`config.mk`:
```
export PLATFORM = sky130hd
export DESIGN_NAME = pso_mac
export DESIGN_NICKNAME = d
export VERILOG_FILES = /design/src/rtl/pso_pkg.sv /design/src/rtl/pso_mac.sv
export SDC_FILE = /design/constraint.sdc
export NUM_CORES = 2
export LEC_CHECK = 0
export BUFFER_PORTS_ARGS = -buffer_cell sky130_fd_sc_hd__buf_2
export CORE_MARGIN = 2
export CORE_UTILIZATION = 35
export CTS_BUF_LIST = sky130_fd_sc_hd__clkbuf_8
export CTS_CLUSTER_DIAMETER = 120
export DETAILED_ROUTE_END_ITERATION = 7
export HOLD_SLACK_MARGIN = 0.06
export SLEW_MARGIN = 40
export SYNTH_ARGS = -nofsm -noshare
export SYNTH_HDL_FRONTEND = slang
export SYNTH_SLANG_ARGS = --single-unit
```
`constraint.sdc`:
```
create_clock -name clk -period 16.2 [get_ports clk]
set_input_delay 3.24 -clock clk [delete_from_list [all_inputs] [get_ports clk]]
set_output_delay 3.24 -clock clk [all_outputs]
set_load 0.005 [all_outputs]
```
`src/rtl/pso_pkg.sv`:
```
package pso_pkg;

  // Default swarm geometry and the stored value width.
  localparam int POP_DEF = 32;
  localparam int DIM_DEF = 8;
  localparam int VALUE_BITS = 32;

  // Field widths fixed by the port list.
  localparam int CMD_W = 3;
  localparam int MEMBER_W = 5;
  localparam int COORD_W = 3;
  localparam int WORD_W = 32;
  localparam int GAIN_W = 16;
  localparam int CFG_IDX_W = 3;
  localparam int CFG_DATA_W = 16;
  localparam int NMEM_W = 6;
  localparam int NDIM_W = 4;

  // Register reset values.
  localparam logic [GAIN_W-1:0] INERTIA_RST = 16'd2986;
  localparam logic [GAIN_W-1:0] OWN_GAIN_RST = 16'd6121;
  localparam logic [GAIN_W-1:0] SWARM_GAIN_RST = 16'd6121;
  localparam logic [NMEM_W-1:0] MEMBERS_RST = 6'd32;
  localparam logic [NDIM_W-1:0] DIMS_RST = 4'd8;

  // Global best cost before any report.
  localparam logic [WORD_W-1:0] COST_MAX = 32'h7FFF_FFFF;

  typedef enum logic [CMD_W-1:0] {
    CMD_RESTART = 3'd0,
    CMD_LOAD    = 3'd1,
    CMD_READ    = 3'd2,
    CMD_REPORT  = 3'd3,
    CMD_EVOLVE  = 3'd4,
    CMD_BEST    = 3'd5
  } cmd_t;

  typedef enum logic [CFG_IDX_W-1:0] {
    REG_INERTIA    = 3'd0,
    REG_OWN_GAIN   = 3'd1,
    REG_SWARM_GAIN = 3'd2,
    REG_MEMBERS    = 3'd3,
    REG_DIMS       = 3'd4
  } reg_idx_t;

  typedef enum logic [2:0] {
    ST_IDLE,
    ST_READ,
    ST_RPT,
    ST_COPY_RD,
    ST_COPY_WR,
    ST_EVO,
    ST_VCLR
  } state_t;

  // Operand pair selected for the shared multiplier.
  typedef enum logic [1:0] {
    SEL_INERTIA,
    SEL_OWN,
    SEL_SWARM
  } mac_sel_t;

  typedef struct packed {
    logic     mul_en;
    mac_sel_t sel;
    logic     acc_clr;
    logic     acc_add;
  } mac_ctl_t;

endpackage

```
`src/rtl/pso_mac.sv`:
```
module pso_mac (
  input  logic                                clk,
  input  pso_pkg::mac_ctl_t                   ctl,
  input  logic [pso_pkg::GAIN_W-1:0]          w,
  input  logic [pso_pkg::GAIN_W-1:0]          c1,
  input  logic [pso_pkg::GAIN_W-1:0]          c2,
  input  logic signed [pso_pkg::VALUE_BITS-1:0] x,
  input  logic signed [pso_pkg::VALUE_BITS-1:0] v,
  input  logic signed [pso_pkg::VALUE_BITS-1:0] pb,
  input  logic signed [pso_pkg::VALUE_BITS-1:0] gb,
  output logic signed [pso_pkg::VALUE_BITS-1:0] v_new,
  output logic signed [pso_pkg::VALUE_BITS-1:0] x_new
);

  localparam int VB = pso_pkg::VALUE_BITS;
  localparam int GW = pso_pkg::GAIN_W;
  localparam int PW = GW + 1 + VB + 1;
  localparam int AC = PW + 2;
  localparam int SH = 13;
  localparam int QW = AC - SH;

  logic [GW-1:0]         op_a;
  logic signed [VB:0]    op_b;
  logic signed [PW-1:0]  prod;
  logic signed [AC-1:0]  acc;
  logic signed [QW-1:0]  quo;
  logic signed [VB:0]    xsum;

  // Operand select: the inertia term uses twice the velocity.
  always_comb begin
    unique case (ctl.sel)
      pso_pkg::SEL_INERTIA: begin
        op_a = w;
        op_b = {v, 1'b0};
      end
      pso_pkg::SEL_OWN: begin
        op_a = c1;
        op_b = (VB + 1)'(pb) - (VB + 1)'(x);
      end
      default: begin
        op_a = c2;
        op_b = (VB + 1)'(gb) - (VB + 1)'(x);
      end
    endcase
  end

  // Shared multiplier, registered, then accumulated.
  always_ff @(posedge clk) begin
    if (ctl.mul_en) begin
      prod <= $signed({1'b0, op_a}) * op_b;
    end
    if (ctl.acc_clr) begin
      acc <= '0;
    end else if (ctl.acc_add) begin
      acc <= acc + AC'(prod);
    end
  end

  // Floor divide by 8192 and saturate velocity and position.
  always_comb begin
    quo = QW'(acc >>> SH);
    if (quo[QW-1:VB-1] == '0 || quo[QW-1:VB-1] == '1) begin
      v_new = quo[VB-1:0];
    end else if (quo[QW-1]) begin
      v_new = {1'b1, {(VB-1){1'b0}}};
    end else begin
      v_new = {1'b0, {(VB-1){1'b1}}};
    end
    xsum = (VB + 1)'(x) + (VB + 1)'(v_new);
    if (xsum[VB] == xsum[VB-1]) begin
      x_new = xsum[VB-1:0];
    end else if (xsum[VB]) begin
      x_new = {1'b1, {(VB-1){1'b0}}};
    end else begin
      x_new = {1'b0, {(VB-1){1'b1}}};
    end
  end

endmodule

```
==> summary.md <==
| Metric | Value |
|---|---|
| Crit path largest cell delay | `0.67 ns` |
| TritonCTS clock tree | `yes` |
| Drt first pass iters | `6` |
| Resized Gates After CTS | `0` |
| Crit. Startpoint | `ctl[2]` |
| Cells after Synth | `around 3,700` |
| GRT Resource Usage Total | `23.5%` |
| Number of buffers created by CTS | `9` |
| Critical path required time | `16.38 ns` |
| Drt initial violations | `2,088` |
| Max cap viols | `0` |
| # rows | `108` |
| Unique masters post-synth | `98` |
| Final critical-path share of the clock period | `between 80% and 90%` |
| R2r startpoint | `acc[0]$_SDFFE_PP0P_` |
| Drt drc | `0` |
| Total gr overflow | `0` |
| Cell family with most CP delay | `compound AO/OA/AOI/OAI gates` |
| HPWL after detailed placement | `86,100 µm` |
| FF+latch area | `2540 µm²` |
| Core ar. | `between 80,000 and 90,000 µm²` |
| Post-synth EDFFs | `50` |
| Clock Pin Slew Worst Setup and Hold Paths | `approximately 0.11 ns` |
| Worst R2R End | `acc[44]$_SDFFE_PP0P_` |
| Hold WS | `between 0.4 and 0.5 ns` |
| Sequential area share after synthesis | `~8%` |
| Synth top area cells | `fa_1 33%, ha_1 9.5%, inv_1 7.9%, nand2_1 5.8%, edfxtp_1 4.9%` |
| Avg Cell Area, Syn | `approximately 8.3 µm²` |
| # fillers | `9,098` |
| Design area | `33,500 µm²` |
| Flop-to-flop setup slack | `12.47 ns` |
| CTS root buffer | `clkbuf_8` |
| CP bufs+invs | `5` |
| Max clock buf depth | `2` |
| Slew @ Worst Pin | `about 0.79 ns` |
| Worst reg-to-reg path cell count | `13` |
| Worst path depth | `32` |
| Min cycle time layout | `roughly 14 ns` |
| Maximum clock frequency | `72.0 MHz` |
| Clk sink count | `around 100` |
| Worst EP arrival | `14.06 ns` |
| Clk_skew | `0.0254 ns` |
| First-pass GRT wire length | `162,000 µm` |
| Fin nets | `4,789` |
| Count leader, synth | `inv_1` |
| RSZ-0062 raised after global routing | `false` |
| Initial antenna violation count | `5` |
| Outcome | `finished, final reports clean` |
| Crit Path Class | `in -> reg` |
| # setup viols final | `0` |
| Syn-to-layout area delta | `8.77%` |
| Critical Path Sink | `prod[43]$_DFFE_PP_` |
| Yosys top cell area share | `32.9%` |
| CTS H-tree lvls | `3` |
| Placed cell area | `33,300 µm²` |
| Area of the multi-input gates | `25,300 µm²` |
| Largest net degree at the start of global routing | `76` |
| CP Max Fanout | `26` |
| Ys async rst share | `0%` |
| Critical path launch point type | `input pin` |
| Most used flip-flop cell after synthesis | `dfxtp_1` |
| CP most frequent cell | `fa_1` |
| Hold Crit Class | `reg -> reg` |
| Via count | `approximately 27,000` |
| Postcts setup bufs | `0` |
| Max Transition Viols Final | `0` |
| Num ports | `246` |
| Post-synth top cells | `645 x inv_1, 506 x fa_1, 480 x nand2_1` |
| # port buffers | `245` |
| Yosys reg bits | `102` |
| CP endpoint kind | `flop` |
| Post-CTS Hold Fix Bufs | `0` |
| WL final | `105,000 µm` |
| Layout cells sized above 1 | `between 10% and 20%` |
| Fin. Hold Viols | `0` |
| Worst Hold Depth | `2` |
| Max-Slew Margin vs Limit | `between 40% and 50%` |
| Ys Warns | `0` |
| Final Util | `38.5%` |
| Clk Latency, worst-skew pair | `0.42 ns` |
| Vias in the first global route | `27,800` |
| Die ar. | `90,500 µm²` |
| Vias per cell | `5.35` |
| Final antenna-violating net count | `0` |
| Post-Syn Area | `30,800 µm²` |
| Setup TNS | `0 ns` |
| Synth Net Count | `4,658` |
| Synth area leader | `fa_1` |
| Die width | `301 µm` |
| Wire length per cell | `20.9 µm` |
| Die Y-Extent | `around 300 µm` |
| Final GP Congestion | `0.994` |
| Critical Path Slowest Stage Cell | `a221oi_1` |
| Starting density of the core | `between 30% and 40%` |
==> cells in the final DEF, fill, tap and decap left out, drive strengths merged, types with 43 or more instances in the layout <==
| cell type | netlist | routed |
|---|---|---|
| xor2 | 43 | 43 |
| nor3 | 45 | 45 |
| dfxtp | 52 | 52 |
| a211oi | 49 | 49 |
| a21o | 97 | 97 |
| edfxtp | 50 | 50 |
| o21ai | 140 | 140 |
| inv | 645 | 648 |
| ha | 234 | 234 |
| xnor2 | 92 | 92 |
| nand2 | 481 | 481 |
| mux2i | 80 | 80 |
| fa | 506 | 506 |
| mux2 | 44 | 44 |
| a21oi | 173 | 173 |
| nand3 | 63 | 63 |
| buf | 37 | 302 |
| nor2 | 302 | 302 |
| and2 | 54 | 54 |
==> stage by stage <==
step | cells | worst slack [ns]
6_report | 5034 | 2.32
4_1_cts | 5027 | 2.58
3_5_place_dp | 5011 | 2.16
2_1_floorplan | 3736 | 3.70
5_1_grt | 5028 | 1.60
3_3_place_gp | 5011 | 1.99
==> area by class of cell <==
class                   count  share of cell area [%]
multi-input cells        2807                    75.3
flip-flops and latches    102                    7.58
inverters                 645                    7.22
repair buffers            302                    4.94
well taps                1155                    4.31
clock buffers               9                   0.369
clock inverters             7                   0.231
diodes                      7                  0.0522
==> sequential cells by signal, indices dropped and copies added, names as in the netlist <==
register / count
acc: 52
prod: 50
==> tightest hold or removal path, delay by kind of cell, from the launching register on <==
kind	cells	cell delay [ns]
DFF	1	0.34
and+or+nand+nor	1	0.07
AOI/OAI and AO/OA	1	0.05
==> worst min-delay path by stage <==
stage | from | end | slack, ns
global placement | acc[10]$_SDFFE_PP0P_ | acc[10]$_SDFFE_PP0P_ | 0.47
CTS | acc[10]$_SDFFE_PP0P_ | acc[10]$_SDFFE_PP0P_ | 0.49
floorplan | acc[10]$_SDFFE_PP0P_ | acc[10]$_SDFFE_PP0P_ | 0.45
finish | acc[10]$_SDFFE_PP0P_ | acc[10]$_SDFFE_PP0P_ | 0.49
global route | acc[10]$_SDFFE_PP0P_ | acc[10]$_SDFFE_PP0P_ | 0.53
detailed placement | acc[10]$_SDFFE_PP0P_ | acc[10]$_SDFFE_PP0P_ | 0.47
==> cell families after synthesis <==
| logic type | Yosys count | share of synthesized area (%) |
|---|---|---|
| AND/OR/NAND/NOR | 1106 | 16.0 |
| buffers and inverters | 827 | 10.2 |
| adder cells (fa/ha/maj) | 746 | 42.5 |
| AO/OA/AOI/OAI | 696 | 14.9 |
| XOR/XNOR | 135 | 3.86 |
| multiplexers | 124 | 4.20 |
| flip-flops | 102 | 8.25 |
==> metal layers <==
layer  part of all wire [%]  track usage, %  wire length (µm)  up-vias
li1                       -               -                 -    12400
met1                     42            30.0             43900    13300
met2                     47            39.6             49500      994
met3                    6.8            3.74              7120      259
met4                    4.3            9.31              4500        4
met5                  0.026               0                27        -
Power is not shown: default switching activity piles up to over one toggle a cycle in this logic, so the estimate is an artifact.
